[src/rtl/pdtd_dist_unit.sv]
// three-stage squared distance pipeline, shared across all slots of a scan
module pdtd_dist_unit #(
    parameter int COORD_W = 14,
    parameter int TAG_W   = 36
) (
    input  logic                 clk,
    input  logic                 rst_n,
    input  logic                 in_vld,
    input  logic [TAG_W-1:0]     in_tag,
    input  logic [COORD_W-1:0]   key_col,
    input  logic [COORD_W-1:0]   key_row,
    input  logic [COORD_W-1:0]   pos_x,
    input  logic [COORD_W-1:0]   pos_y,
    output logic                 out_vld,
    output logic [TAG_W-1:0]     out_tag,
    output logic [2*COORD_W:0]   out_dist
);

    localparam int SQ_W = 2 * COORD_W;

    logic               vld1_reg, vld2_reg, vld3_reg;
    logic [TAG_W-1:0]   tag1_reg, tag2_reg, tag3_reg;
    logic [COORD_W-1:0] dx_reg, dy_reg;
    logic [SQ_W-1:0]    sqx_reg, sqy_reg;
    logic [SQ_W:0]      dist_reg;
    logic [COORD_W-1:0] dx_next, dy_next;

    // absolute differences
    always_comb
    begin
        dx_next = (key_col >= pos_x) ? key_col - pos_x : pos_x - key_col;
        dy_next = (key_row >= pos_y) ? key_row - pos_y : pos_y - key_row;
    end

    // valid flags of the stages
    always_ff @(posedge clk or negedge rst_n)
    begin
        if (!rst_n)
        begin
            vld1_reg <= 1'b0;
            vld2_reg <= 1'b0;
            vld3_reg <= 1'b0;
        end
        else
        begin
            vld1_reg <= in_vld;
            vld2_reg <= vld1_reg;
            vld3_reg <= vld2_reg;
        end
    end

    // data path: difference, square, sum
    always_ff @(posedge clk)
    begin
        tag1_reg <= in_tag;
        dx_reg   <= dx_next;
        dy_reg   <= dy_next;
        tag2_reg <= tag1_reg;
        sqx_reg  <= SQ_W'(dx_reg) * SQ_W'(dx_reg);
        sqy_reg  <= SQ_W'(dy_reg) * SQ_W'(dy_reg);
        tag3_reg <= tag2_reg;
        dist_reg <= (SQ_W+1)'(sqx_reg) + (SQ_W+1)'(sqy_reg);
    end

    assign out_vld  = vld3_reg;
    assign out_tag  = tag3_reg;
    assign out_dist = dist_reg;

endmodule

[config.mk]
export PLATFORM = sky130hd
export DESIGN_NAME = pdtd_dist_unit
export DESIGN_NICKNAME = d
export VERILOG_FILES = /design/src/rtl/pdtd_dist_unit.sv
export SDC_FILE = /design/constraint.sdc
export NUM_CORES = 1
export LEC_CHECK = 0
export BUFFER_PORTS_ARGS = -buffer_cell sky130_fd_sc_hd__buf_2
export CELL_PAD_IN_SITES_DETAIL_PLACEMENT = 2
export CELL_PAD_IN_SITES_GLOBAL_PLACEMENT = 2
export CORE_UTILIZATION = 42
export CTS_CLUSTER_SIZE = 28
export DETAILED_ROUTE_END_ITERATION = 16
export GPL_TIMING_DRIVEN = 0
export PLACE_DENSITY_LB_ADDON = 0.1
export SYNTH_ARGS = -nofsm -noshare
export SYNTH_HDL_FRONTEND = slang
export SYNTH_SLANG_ARGS = --single-unit
export TNS_END_PERCENT = 30
[constraint.sdc]
create_clock -name clk -period 9.75 [get_ports clk]
set_clock_uncertainty 0.2 [all_clocks]
set_input_delay 1.4625 -clock clk [delete_from_list [all_inputs] [get_ports clk]]
set_output_delay 1.4625 -clock clk [all_outputs]
set_load 0.05 [all_outputs]
Word-level counts from Yosys, hierarchy flattened. Index checks and enable logic that the tools add are counted.

Bits in registers: 224. Input bits: 95. Output and inout port bits: 66. Word-level logic and storage cells: 22.

$add $sub $neg: 5. Multipliers: 2. Order comparisons: 2. Multiplexer cells: 2.

Operators with widths (count): $mul 14x14->28 (2); $sub 14x14->14 (4); $add 28x28->29 (1); $ge 14x14->1 (2); $mux 14 (2).

Longest topological paths before layout.
Depth after elaboration: 2. Gate-level depth with buffers: 23. Gate-level depth less buffers: 22.

Worst setup path after synthesis. No wires, ideal clock.

Path kind: reg-to-reg. Start point: register dx_reg[4]. End point: register sqx_reg[20]. Setup time: 133 ps. Arrival time: 5494 ps. Data required time: 9417 ps. Slack: 3923 ps. Stages on the path, launching flop included: 20. Path buffers: 1. Clock period less this slack: 5827 ps. Cells stage by stage: dfxtp_1 > clkbuf_1 > nand2_1 > fa_1 > fa_1 > inv_1 > fa_1 > fa_1 > fa_1 > inv_1 > fa_1 > inv_1 > ha_1 > o21a_1 > o21ai_1 > o32ai_1 > nor4_2 > o21ai_0 > mux2i_1 > o2111ai_1.

Cells in the longest elaborated chain, start to end: 1.

Ends and longest elaborated chain: start: declaration (RTL line 23) `logic [COORD_W-1:0] dx_reg, dy_reg;`; start signal: assignment (RTL line 56) `dx_reg <= dx_next;`; $mul 14x14->28 (RTL line 59) `sqx_reg <= SQ_W'(dx_reg) * SQ_W'(dx_reg);`; end signal: assignment (RTL line 59); end: declaration (RTL line 24) `logic [SQ_W-1:0] sqx_reg, sqy_reg;`.

Every way passes these cells.

Worst setup path after layout.
Start point: register dy_reg[5]. End point: register sqy_reg[26].

Cells in the longest elaborated chain, start to end: 1.

Ends and longest elaborated chain: start: declaration (RTL line 23); start signal: assignment (RTL line 57) `dy_reg <= dy_next;`; $mul 14x14->28 (RTL line 60) `sqy_reg <= SQ_W'(dy_reg) * SQ_W'(dy_reg);`; end signal: assignment (RTL line 60); end: declaration (RTL line 24).

Every way passes these cells.

==> metrics.txt <==
post-CTS sizing 0; Ports around 160; critical path buffer and inverter count 4; Worst EP required ~10000 ps; Hold Path Class register to register; total congestion overflow 0; CTS tree built; Crit path max-delay family adder cells; Die W 218 µm; FMAX 139 MHz; Multi-input gate area 13200 µm²; PortBufs between 150 and 200; CP Capture Type register; setup TNS 0 ps; Die ar. around 47000 µm²; GP Congestion roughly 0.83; ys flop type dfxtp_1; Worst-path clk slew 60 ps; 1st-iter DRT viols 399; hold path startpoint tag2_reg[17]; status completed; reg2reg start dy_reg[5]; ys async rst share 0.0135; crit path DAT 7430 ps; Total Wirelength 55.3 mm; Final Hold Vio Count 0; total CTS buffers 26; Layout area overhead 12.7%; final worst path period share 0.739; crit path cell chain clkbuf_1 -> nand2_1 -> fa_1 -> fa_1 -> inv_1 -> fa_1 -> fa_1 -> fa_1 -> inv_1 -> fa_1 -> inv_1 -> ha_1 -> a21oi_1 -> o311ai_1 -> o2111ai_1 -> a21oi_1 -> o31ai_2 -> mux2i_1 -> a2111oi_2; routed vias/inst approximately 5.1; Worst R2R Setup Slack about 2500 ps; # setup viols final 0; first-pass GRT wire length around 90 mm; Pins Over Slew Limit 0; DRC 0; type of origin of the critical path register; cts hold-fix bufs 0; Final ANT Viol Nets 0; Mapped Cells approximately 2100; Cell variety after synth 70; clock buffer depth 3; RSZ-0062 raised after global routing no; max-cap viol count 0; Syn. warnings 0; WHS Path Cells 0; Worst Tran Pin Value around 820 ps; Sink Count about 220; CORE AREA around 46000 µm²; FP Rows 78; drt wl/cell approximately 19 µm; Worst-Skew Late Latency roughly 550 ps; pin count of the biggest net entering global routing 16; initial antenna violation count 0; Initial Utilization 0.428; Crit path largest cell delay 600 ps; Hold EP out_tag[17]; r2r worst-path depth 19; layout cells sized above 1 0.112; Period minus WS final approximately 7000 ps; DP Wirelength between 40 and 50 mm; r2r endpoint sqy_reg[26]; vias in the first global route between 15000 and 20000; crit path kind register to register; register area approximately 4500 µm²; TritonRoute pass-1 iters 4; slowest CP cell dfxtp_1; Synth Area per Inst roughly 9.5 µm²; vias around 15000; CTS root buf clkbuf_16; GRT Overall Usage 0.244; Post CTS Setup Buffer Count 0; fillers approximately 4800; number of synthesized register bits 222; crit-path max FO 10; Post-synth EDFFs 0; depth of the CTS H-tree 1; Mapped Area approximately 20000 µm²; register area share after synthesis 0.228; die height 218 µm; Nets approximately 2800; crit-path most repeated cell fa_1; Post-Syn Nets approximately 2600; Max-slew headroom 0.445
synthesized netlist by cell type, types with 4 or more instances:
master     instances  area [µm²]
nor3_1            21         105
nor2b_1           16         100
o21ai_0           48         240
o211ai_1           4        30.0
nand3_1           20         100
a221oi_1           4        35.0
ha_1             264        3300
nor2_1            70         263
o21a_1            11        82.6
xor2_1            45         394
mux2i_1           29         290
o21bai_1          14         105
a31oi_1           11        68.8
a21oi_1           97         485
and3_1             7        43.8
buf_2              9        45.0
nand2_1          174         653
mux2_2             5        56.3
fa_1             230        4600
xnor2_1           64         561
a211oi_1           8        60.1
clkbuf_1          39         146
and4_1             5        43.8
nor4_1             4        25.0
or2_2              4        25.0
dfxtp_1          219        4380
a221o_1            5        50.1
nand4_1            5        31.3
inv_1            427        1600
o21ai_1            4        20.0
and2_1            62         388
a31o_2             7        61.3
o2111ai_1          4        35.0
a21o_1            52         390
or3_1              6        37.5
nand2b_1           9        56.3
cell usage in the layout, fill, tap and decap left out, types with 8 or more instances in the layout:
master     netlist  layout
nor3_1          21      21
a31oi_1         11      11
mux2i_1         29      29
a21o_1          52      52
dfxtp_1        219     219
ha_1           264     264
o21ai_0         48      48
buf_2            9     169
fa_1           230     230
o21bai_1        14      14
nand2_1        174     174
nor2b_1         16      16
o21a_1          11      11
xor2_1          45      45
and2_1          62      62
xnor2_1         64      64
nand2b_1         9       9
a21oi_1         97      97
nand3_1         20      20
clkbuf_16        0      27
inv_1          427     427
clkbuf_1        39      41
nor2_1          70      70
a211oi_1         8       8
metrics by stage:
step | utilization | setup WS [ps] | hold WS (ps) | instance area [µm²] | cells
finish | 0.482 | 2550 | 126 | 22000 | 2864
global route | 0.482 | 2160 | 128 | 22000 | 2863
CTS | 0.482 | 2570 | 126 | 22000 | 2863
detailed placement | 0.462 | 2670 | 113 | 21100 | 2815
global placement | 0.462 | 2790 | 110 | 21100 | 2815
floorplan | - | 3920 | 110 | 19500 | 2055
worst max path at each step:
| stage | start | to | slack (ps) | cells after the start |
|---|---|---|---|---|
| final | dy_reg[5] | sqy_reg[26] | 2550 | 19 |
| after floorplan | dx_reg[4] | sqx_reg[20] | 3920 | 19 |
| after CTS | dy_reg[5] | sqy_reg[26] | 2570 | 19 |
| after global placement | dy_reg[5] | sqy_reg[26] | 2790 | 19 |
| after detailed placement | dy_reg[5] | sqy_reg[26] | 2670 | 19 |
| after global routing | dy_reg[5] | sqy_reg[26] | 2160 | 19 |
per-layer routing:
layer	routed length (µm)	vias up	part of all wire	track usage
met1	23700	7426	0.43	0.303
met2	29000	234	0.52	0.454
met4	1000	0	0.018	0.0535
met3	1550	65	0.028	0.0190
met5	0	-	0	0
li1	-	6909	-	-
kinds of logic after synthesis:
kind of cell	after synthesis	synth area share
buf+inv	477	0.0931
xor+xnor	109	0.0489
compound gates	309	0.108
simple gates	410	0.0991
mux	34	0.0178
fa+ha+maj	494	0.405
flops	222	0.228
cell type report:
cell class / instances / area share
Antenna cell: 1 / 0.000114
Buffer: 50 / 0.00973
Clock buffer: 33 / 0.0336
Clock inverter: 15 / 0.00819
Inverter: 427 / 0.0729
Multi-Input combinational cell: 1356 / 0.602
Sequential cell: 222 / 0.203
Tap cell: 600 / 0.0341
Timing Repair Buffer: 160 / 0.0364
Power is not shown: default switching activity piles up to over one toggle a cycle in this logic, so the estimate is an artifact.
