File: config.mk
export PLATFORM = sky130hd
export DESIGN_NAME = pdtd_cfg_regs
export DESIGN_NICKNAME = d
export VERILOG_FILES = /design/src/rtl/pdtd_pkg.sv /design/src/rtl/pdtd_cfg_regs.sv
export SDC_FILE = /design/constraint.sdc
export NUM_CORES = 1
export LEC_CHECK = 0
export ABC_AREA = 1
export ABC_CLOCK_PERIOD_IN_PS = 1750
export BUFFER_PORTS_ARGS = -buffer_cell sky130_fd_sc_hd__clkbuf_2
export CAP_MARGIN = 20
export CORE_UTILIZATION = 40
export CTS_BUF_LIST = sky130_fd_sc_hd__clkbuf_2
export DETAILED_ROUTE_END_ITERATION = 10
export GPL_ROUTABILITY_DRIVEN = 0
export GPL_TIMING_DRIVEN = 0
export HOLD_SLACK_MARGIN = 0.03
export PLACE_DENSITY = 0.7
export SLEW_MARGIN = 10
export SYNTH_ARGS = -nofsm -noshare
export SYNTH_HDL_FRONTEND = slang
export SYNTH_SLANG_ARGS = --single-unit
File: constraint.sdc
create_clock -name clk -period 1.75 [get_ports clk]
set_input_delay 0.35 -clock clk [delete_from_list [all_inputs] [get_ports clk]]
set_output_delay 0.35 -clock clk [all_outputs]
set_load 0.03 [all_outputs]
File: src/rtl/pdtd_pkg.sv
// shared types and constants of the pixel defect track debouncer
package pdtd_pkg;

    // fixed field widths
    localparam int FRAME_W     = 31;
    localparam int OUT_COORD_W = 14;
    localparam int PERSIST_W   = 16;
    localparam int QUIET_W     = 32;
    localparam int GAP_W       = 16;
    localparam int RADIUS_W    = 8;
    localparam int APB_ADDR_W  = 4;
    localparam int APB_DATA_W  = 32;

    localparam logic [PERSIST_W-1:0] PERSIST_MAX = '1;

    // request operation codes
    localparam logic OP_CLEAR = 1'b1;

    // register indexes
    typedef logic [1:0] reg_idx_t;
    localparam reg_idx_t REG_MIN_PERSIST = 2'd0;
    localparam reg_idx_t REG_MAX_GAP     = 2'd1;
    localparam reg_idx_t REG_COOLDOWN    = 2'd2;
    localparam reg_idx_t REG_RADIUS      = 2'd3;

    // register reset values
    localparam logic [PERSIST_W-1:0] RST_MIN_PERSIST = 16'd3;
    localparam logic [GAP_W-1:0]     RST_MAX_GAP     = 16'd1;
    localparam logic [GAP_W-1:0]     RST_COOLDOWN    = 16'd0;
    localparam logic [RADIUS_W-1:0]  RST_RADIUS      = 8'd0;

    typedef struct packed {
        logic [PERSIST_W-1:0] min_persistence;
        logic [GAP_W-1:0]     max_gap_frames;
        logic [GAP_W-1:0]     cooldown_frames;
        logic [RADIUS_W-1:0]  merge_radius;
    } cfg_t;

endpackage

File: src/rtl/pdtd_cfg_regs.sv
// apb configuration registers
module pdtd_cfg_regs
    import pdtd_pkg::*;
(
    input  logic                  clk,
    input  logic                  rst_n,
    input  logic                  psel,
    input  logic                  penable,
    input  logic                  pwrite,
    input  logic [APB_ADDR_W-1:0] paddr,
    input  logic [APB_DATA_W-1:0] pwdata,
    output logic [APB_DATA_W-1:0] prdata,
    output logic                  pready,
    output cfg_t                  cfg
);

    cfg_t     cfg_reg;
    reg_idx_t reg_idx;
    logic     wr_en;

    assign pready  = 1'b1;
    assign reg_idx = paddr[APB_ADDR_W-1:2];
    assign wr_en   = psel && penable && pwrite;
    assign cfg     = cfg_reg;

    // register write
    always_ff @(posedge clk or negedge rst_n)
    begin
        if (!rst_n)
        begin
            cfg_reg.min_persistence <= RST_MIN_PERSIST;
            cfg_reg.max_gap_frames  <= RST_MAX_GAP;
            cfg_reg.cooldown_frames <= RST_COOLDOWN;
            cfg_reg.merge_radius    <= RST_RADIUS;
        end
        else if (wr_en)
        begin
            unique case (reg_idx)
                REG_MIN_PERSIST: cfg_reg.min_persistence <= pwdata[PERSIST_W-1:0];
                REG_MAX_GAP:     cfg_reg.max_gap_frames  <= pwdata[GAP_W-1:0];
                REG_COOLDOWN:    cfg_reg.cooldown_frames <= pwdata[GAP_W-1:0];
                REG_RADIUS:      cfg_reg.merge_radius    <= pwdata[RADIUS_W-1:0];
                default:         ;
            endcase
        end
    end

    // register read
    always_comb
    begin
        unique case (reg_idx)
            REG_MIN_PERSIST: prdata = APB_DATA_W'(cfg_reg.min_persistence);
            REG_MAX_GAP:     prdata = APB_DATA_W'(cfg_reg.max_gap_frames);
            REG_COOLDOWN:    prdata = APB_DATA_W'(cfg_reg.cooldown_frames);
            REG_RADIUS:      prdata = APB_DATA_W'(cfg_reg.merge_radius);
            default:         prdata = '0;
        endcase
    end

endmodule

* Yosys cells after proc, flatten, opt, wreduce, memory -nomap -nowiden
Index checks and enable logic that the tools add are counted.
Storage, ports and cells: register bits after elaboration 56, bits of input ports 41, word-level logic and storage cells 15
Operators by class: equal/unequal tests 3, multiplexer cells 1, reduce and logical (&&, ||, !) cells 7
Operators with widths (count):
- one-hot mux 32 bit (4 select lines) | 1
- AND reduction 2 bit | 4
- == test 2 bit, second input constant | 2
- == test 2 x 1 -> 1 bit, second input constant | 1
- logical AND 1 bit | 2
- zero test 2 bit | 1

* Depth between registers and ports, before layout
Gate-level depths: netlist of the first run.
word-level depth 3, gate-level depth with buffers 7, gate-level depth less buffers 6

* Least setup slack after synthesis of the first run
No wires, ideal clock.
path kind in2out, start point input port paddr[3], end point output port prdata[11], arrival time 1142 ps, slack 258 ps, stages 5, path through buf_6 -> nor2_4 -> buf_4 -> nand2_1 -> nand3_1
Between the ends: cells in the longest elaborated chain, start to end 2
RTL lines:
- start: declaration | line pdtd_cfg_regs.sv:10 | input logic [APB_ADDR_W-1:0] paddr,
- == test 2 bit (tied with other cells) | line pdtd_cfg_regs.sv:51 | unique case (reg_idx)
- one-hot mux 32 bit (4 select lines) * | line pdtd_cfg_regs.sv:51
- end: declaration | line pdtd_cfg_regs.sv:12 | output logic [APB_DATA_W-1:0] prdata,
Every way passes the cells marked *; elsewhere a longest branch is shown, timed or not. The select of a mux whose other input is x is not followed.

* Final worst setup path of the first run
start point register cfg_reg (netlist bit cfg[24]), end point output port prdata[0]
Between the ends: cells in the longest elaborated chain, start to end 1
RTL lines:
- start: declaration | line pdtd_cfg_regs.sv:17 | cfg_t cfg_reg;
- one-hot mux 32 bit (4 select lines) | line pdtd_cfg_regs.sv:51
No other way between the ends. The select of a mux whose other input is x is not followed.

==> impl_metrics.env, run 1 <==
export IMPL_fillers=661
export IMPL_hpwl_um=5540
export IMPL_status="finished, final reports clean"
export IMPL_dr_pass1_iters=5
export IMPL_row_count=30
export IMPL_die_h_um=85.9
export IMPL_crit_family="flip-flops"
export IMPL_final_layout_size_suffix_gt1_share_pct=33.5
export IMPL_cts_root_buffer="clkbuf_2"
export IMPL_route_detailed_wl_per_inst_um=13.9
export IMPL_ys_types=16
export IMPL_ant_nets=0
export IMPL_timing_final_ws_setup_ns=0.0424
export IMPL_final_hold_viol_count=0
export IMPL_mostFrequentLayoutCell="nand2_1"
export IMPL_remaining_drc_errors=0
export IMPL_die_area_sq_um=7380
export IMPL_diodes=0
export IMPL_antenna_found_initial=0
export IMPL_rsz0062_at_grt="yes"
export IMPL_place_ws_ns=-0.0853
export IMPL_via_per_inst=4.64
export IMPL_ys_warn_count=0
export IMPL_cts_max_path_buffers=2
export IMPL_cts_buffers=5
export IMPL_multiInputGateArea_sq_um=1210
export IMPL_cts_tree="done"
export IMPL_cpMaxStageDelayCell="dfstp_2"
export IMPL_instances_no_fill=570
export IMPL_final_cell_mix="nand2_1 (203), clkbuf_2 (93), dfrtp_1 (53)"
export IMPL_largest_register_ffs=56
export IMPL_grt_pass1_vias=2402
export IMPL_cp_required_ns=1.40
export IMPL_worstSkewPairLatency_ns=0.42
export IMPL_core_area_sq_um=6790
export IMPL_port_buffer_count=94
export IMPL_final_setup_skew_ns=0
export IMPL_grt_start_max_net_pins=57
export IMPL_critPathMaxFanout=2
export IMPL_synthesis_instances=348
export IMPL_critPathMaxStageDelay_ns=0.60
export IMPL_grt_usage_pct=22.1
export IMPL_tightest_slew_ns=0.771
export IMPL_clock_sinks=56
export IMPL_grt_pass1_wl_um=12500
export IMPL_cp_data_arrival_time_ns=1.36
export IMPL_h_tree_depth=2
export IMPL_p_leak_uw=0.00215
export IMPL_setup_viol=0
export IMPL_crit_chain="nand3_2, nand4_1, clkbuf_8"
export IMPL_peakVddDrop_uv=505
export IMPL_min_period_ns=1.71
export IMPL_end_kind="output port"
export IMPL_seq_area_sq_um=1410
export IMPL_start_util_pct=41.4
export IMPL_ios=130
export IMPL_ys_ff_latch=56
export IMPL_maxSlewHeadroom_pct=48.6
export IMPL_holdWs_ns=0.0885
export IMPL_syn_to_final_growth_pct=28.8
export IMPL_dp_cells=553
export IMPL_critPathBufInv=1
export IMPL_hold_path_class="in -> reg"
export IMPL_place_area_sq_um=3460
export IMPL_p_per_area_nw_per_um2=1130
export IMPL_max_freq_ghz=0.586
export IMPL_cap_violations=0
export IMPL_slew_violations=0
export IMPL_wirelength_um=7920
export IMPL_drt_iter0_drc=141
export IMPL_fin_tns_setup_ns=0
export IMPL_avgSynthCellArea_sq_um=8.09
export IMPL_clk_pin_slew_worst_paths_ns=0.27
export IMPL_overflow=0
export IMPL_yosysSeqAreaShare_pct=49.9
export IMPL_layout_nets=514
export IMPL_crit_type="reg -> out"
export IMPL_crit_path_start_kind="flip-flop"
export IMPL_timing_final_crit_share_pct=97.6
export IMPL_via_count=2646
export IMPL_syn_area_sq_um=2820
export IMPL_final_area_sq_um=3630
export IMPL_die_w_um=85.9
final timing paths:
kind | startpoint | to | slack [ns] | cells past startpoint
min in group asynchronous | rst_n | cfg[53] | 0.47 | 2
min | pwdata[9] | cfg[33] | 0.09 | 3
max in group asynchronous | rst_n | cfg[3] | 0.75 | 2
max reg2reg | cfg[41] | cfg[41] | 0.89 | 3
max | cfg[24] | prdata[0] | 0.04 | 3
min reg2reg | cfg[40] | cfg[40] | 0.49 | 2
logic make-up (layout without fill, tap and decap cells):
logic type	Yosys count	count (layout)	synth area share [%]
buffers and inverters	34	145	9.51
flip-flops	56	56	49.9
AND/OR/NAND/NOR	256	256	40.3
other	2	17	0.267
cell usage after synthesis, drive strengths merged:
library cell	number	share of area, %
buf	28	8.4
nand2	209	29
inv	6	1.2
dfrtp	53	47
nand3	33	6.3
dfstp	3	2.8
nand4	8	1.8
nor2	6	3.0
conb	2	0.27
area by class of cell:
type	count	share of cell area [%]
clock buffers	7	0.966
inverters	6	0.897
flip-flops and latches	56	38.7
clock inverters	1	0.828
multi-input cells	273	33.3
well taps	96	3.31
plain buffers	28	6.49
repair buffers	103	15.5
worst register-to-register path: stages, from the launching register on:
cell and delay [ns]:
dfstp_2 0.61, buf_4 0.11, nand2_1 0.04, nand2_1 0.06
layer usage:
layer / part of all wire (%) / track usage [%]
met5: 0 / 0
met4: 0.80 / 5.00
met3: 7.7 / 4.62
met2: 49 / 37.0
met1: 42 / 29.5
report_power, final:
group	internal [uW]	total (uW)	switching, uW
sequential	1570	1800	230
clock	253	649	395
combinational	485	1660	1170
through the flow:
step	util (%)	power, uW
2_1_floorplan	-	2880
3_3_place_gp	51.0	3380
3_5_place_dp	51.0	3410
5_1_grt	53.4	4330
6_report	53.4	4100
4_1_cts	52.6	4080
timing repair:
action	CTS	global route
gates cloned	0	0
resized for setup	2	14
endpoints found under the hold margin	53	0
buffers inserted	3	5
endpoints found under the setup margin	10	5
pin swaps	1	1
hold buffers	1	0
(Power assumes the default switching activity.)
==> run 2, diff against run 1 <==
--- a/config.mk
+++ b/config.mk
@@ -9,13 +9,13 @@
 export ABC_CLOCK_PERIOD_IN_PS = 1750
 export BUFFER_PORTS_ARGS = -buffer_cell sky130_fd_sc_hd__clkbuf_2
 export CAP_MARGIN = 20
-export CORE_UTILIZATION = 40
+export CORE_UTILIZATION = 52
 export CTS_BUF_LIST = sky130_fd_sc_hd__clkbuf_2
 export DETAILED_ROUTE_END_ITERATION = 10
 export GPL_ROUTABILITY_DRIVEN = 0
 export GPL_TIMING_DRIVEN = 0
 export HOLD_SLACK_MARGIN = 0.03
-export PLACE_DENSITY = 0.7
+export PLACE_DENSITY = 0.88
 export SLEW_MARGIN = 10
 export SYNTH_ARGS = -nofsm -noshare
 export SYNTH_HDL_FRONTEND = slang
==> impl_metrics.env, run 2 (synthesis gave the netlist of run 1 again) <==
export IMPL_end_kind="output port"
export IMPL_rr_startpoint="cfg[24]"
export IMPL_max_freq_ghz=0.578
export IMPL_tightest_slew_ns=0.762
export IMPL_largest_register_ffs=56
export IMPL_final_hold_viol_count=0
export IMPL_grtUsageMet3_pct=2.91
export IMPL_critPathMaxFanout=3
export IMPL_rsz0062_at_grt="yes"
export IMPL_place_ws_ns=-0.0835
export IMPL_overflow=0
export IMPL_ios=130
export IMPL_final_layout_size_suffix_gt1_share_pct=32.1
export IMPL_final_area_sq_um=3550
export IMPL_grt_usage_pct=27.2
export IMPL_min_to="cfg[40]"
export IMPL_min_period_ns=1.73
export IMPL_power_uw=4050
export IMPL_dr_pass1_iters=5
export IMPL_cts_root_buffer="clkbuf_2"
export IMPL_diodes=0
export IMPL_reg2reg_slack_ns=0.93
export IMPL_met1_usage_pct=36.7
export IMPL_final_setup_skew_ns=0
export IMPL_timing_final_crit_share_pct=98.9
export IMPL_final_cell_mix="nand2_1 (204), clkbuf_2 (96), dfrtp_1 (53)"
export IMPL_clock_sinks=56
export IMPL_timing_final_ws_setup_ns=0.0196
export IMPL_min_from="pwdata[0]"
export IMPL_hold_path_class="in -> reg"
export IMPL_die_h_um=75.6
export IMPL_r2r_end="cfg[24]"
export IMPL_status="finished, final reports clean"
export IMPL_utilization_pct=68.6
export IMPL_cts_buffers=5
export IMPL_via_count=2748
export IMPL_setup_viol=0
export IMPL_clk_pin_slew_worst_paths_ns=0.28
export IMPL_core_area_sq_um=5170
export IMPL_cap_violations=0
export IMPL_whs_path_depth=3
export IMPL_route_detailed_wl_per_inst_um=14.2
export IMPL_reg2regPathDepth=3
export IMPL_place_area_sq_um=3430
export IMPL_remaining_drc_errors=0
export IMPL_cts_max_path_buffers=2
export IMPL_die_w_um=75.6
export IMPL_cts_tree="done"
export IMPL_grt_start_max_net_pins=57
export IMPL_h_tree_depth=2
export IMPL_slew_violations=0
export IMPL_mostFrequentLayoutCell="nand2_1"
export IMPL_grt_pass1_vias=2386
export IMPL_antenna_found_initial=0
export IMPL_start_util_pct=54.4
export IMPL_p_per_area_nw_per_um2=1140
export IMPL_cp_data_arrival_time_ns=1.38
export IMPL_via_per_inst=5.09
export IMPL_p_leak_uw=0.00212
export IMPL_die_area_sq_um=5710
export IMPL_fin_tns_setup_ns=0
export IMPL_layout_nets=510
export IMPL_crit_type="reg -> out"
export IMPL_grt_busiest_layer="met2"
export IMPL_row_count=26
export IMPL_ant_nets=0
export IMPL_cp_required_ns=1.40
export IMPL_wirelength_um=7650
export IMPL_port_buffer_count=94
export IMPL_peakVddDrop_uv=755
export IMPL_hpwl_um=5350
export IMPL_worstSkewPairLatency_ns=0.44
export IMPL_drt_iter0_drc=200
export IMPL_crit_path_start_kind="flip-flop"
export IMPL_grt_pass1_wl_um=11300
export IMPL_use_met2_pct=44.4
export IMPL_syn_to_final_growth_pct=26.0
export IMPL_maxSlewHeadroom_pct=49.2
run 2: changes by cell type in the layout (fill, tap and decap cells not counted):
cell,delta
clkbuf_2,+3
nand3_1,+1
buf_2,-3
nand2_1,+1
nand2_2,-1
nand3_2,-1
clkinv_1,+2
buf_6,-1
clkbuf_4,-1
buf_4,-4
run 2: timing repair:
action	4_1_cts	5_1_grt
gates resized for setup	2	3
setup buffers	2	2
pin swaps	1	1
gates cloned	0	0
endpoints found under the setup margin	10	3
hold buffers	1	0
endpoints found under the hold margin	53	0
run 2: through the flow:
step,hold WS [ns],instances
3_3_place_gp,0.463,527
3_5_place_dp,0.468,527
4_1_cts,0.0692,538
2_1_floorplan,0.0544,363
6_report,0.0758,540
5_1_grt,0.0673,540
run 2: final cells by class:
type                       instances  area (sq um)
tap                               70          87.6
inverter                           6          32.5
buffer                            28           235
timing repair buffer              99           524
clock inverter                     3          37.5
fill                             428          1630
clock buffer                       5          25.0
multi-input combinational        273          1200
sequential                        56          1410
run 2: worst max-delay path by stage:
stage / start / end / depth (start not counted)
6_report: cfg[40] / prdata[0] / 3
5_1_grt: cfg[40] / prdata[0] / 3
4_1_cts: cfg[24] / prdata[0] / 3
3_5_place_dp: paddr[3] / prdata[2] / 7
3_3_place_gp: paddr[3] / prdata[2] / 7
2_1_floorplan: paddr[3] / prdata[11] / 5
run 2: critical path, cell delays in order (launching register included):
cell and delay, ns:
dfstp_2 0.62, nand2_1 0.06, nand4_1 0.10, clkbuf_8 0.16
run 2: metal layers:
layer | part of all wire [%] | up-vias
met2 | 49 | 130
met5 | 0 | -
met3 | 5.7 | 16
li1 | - | 1300
met1 | 43 | 1302
met4 | 2.2 | 0
run 2: where the power goes:
part	total, uW	switching [uW]	internal (uW)
clock network	638	405	232
logic	1620	1170	454
registers	1790	226	1570
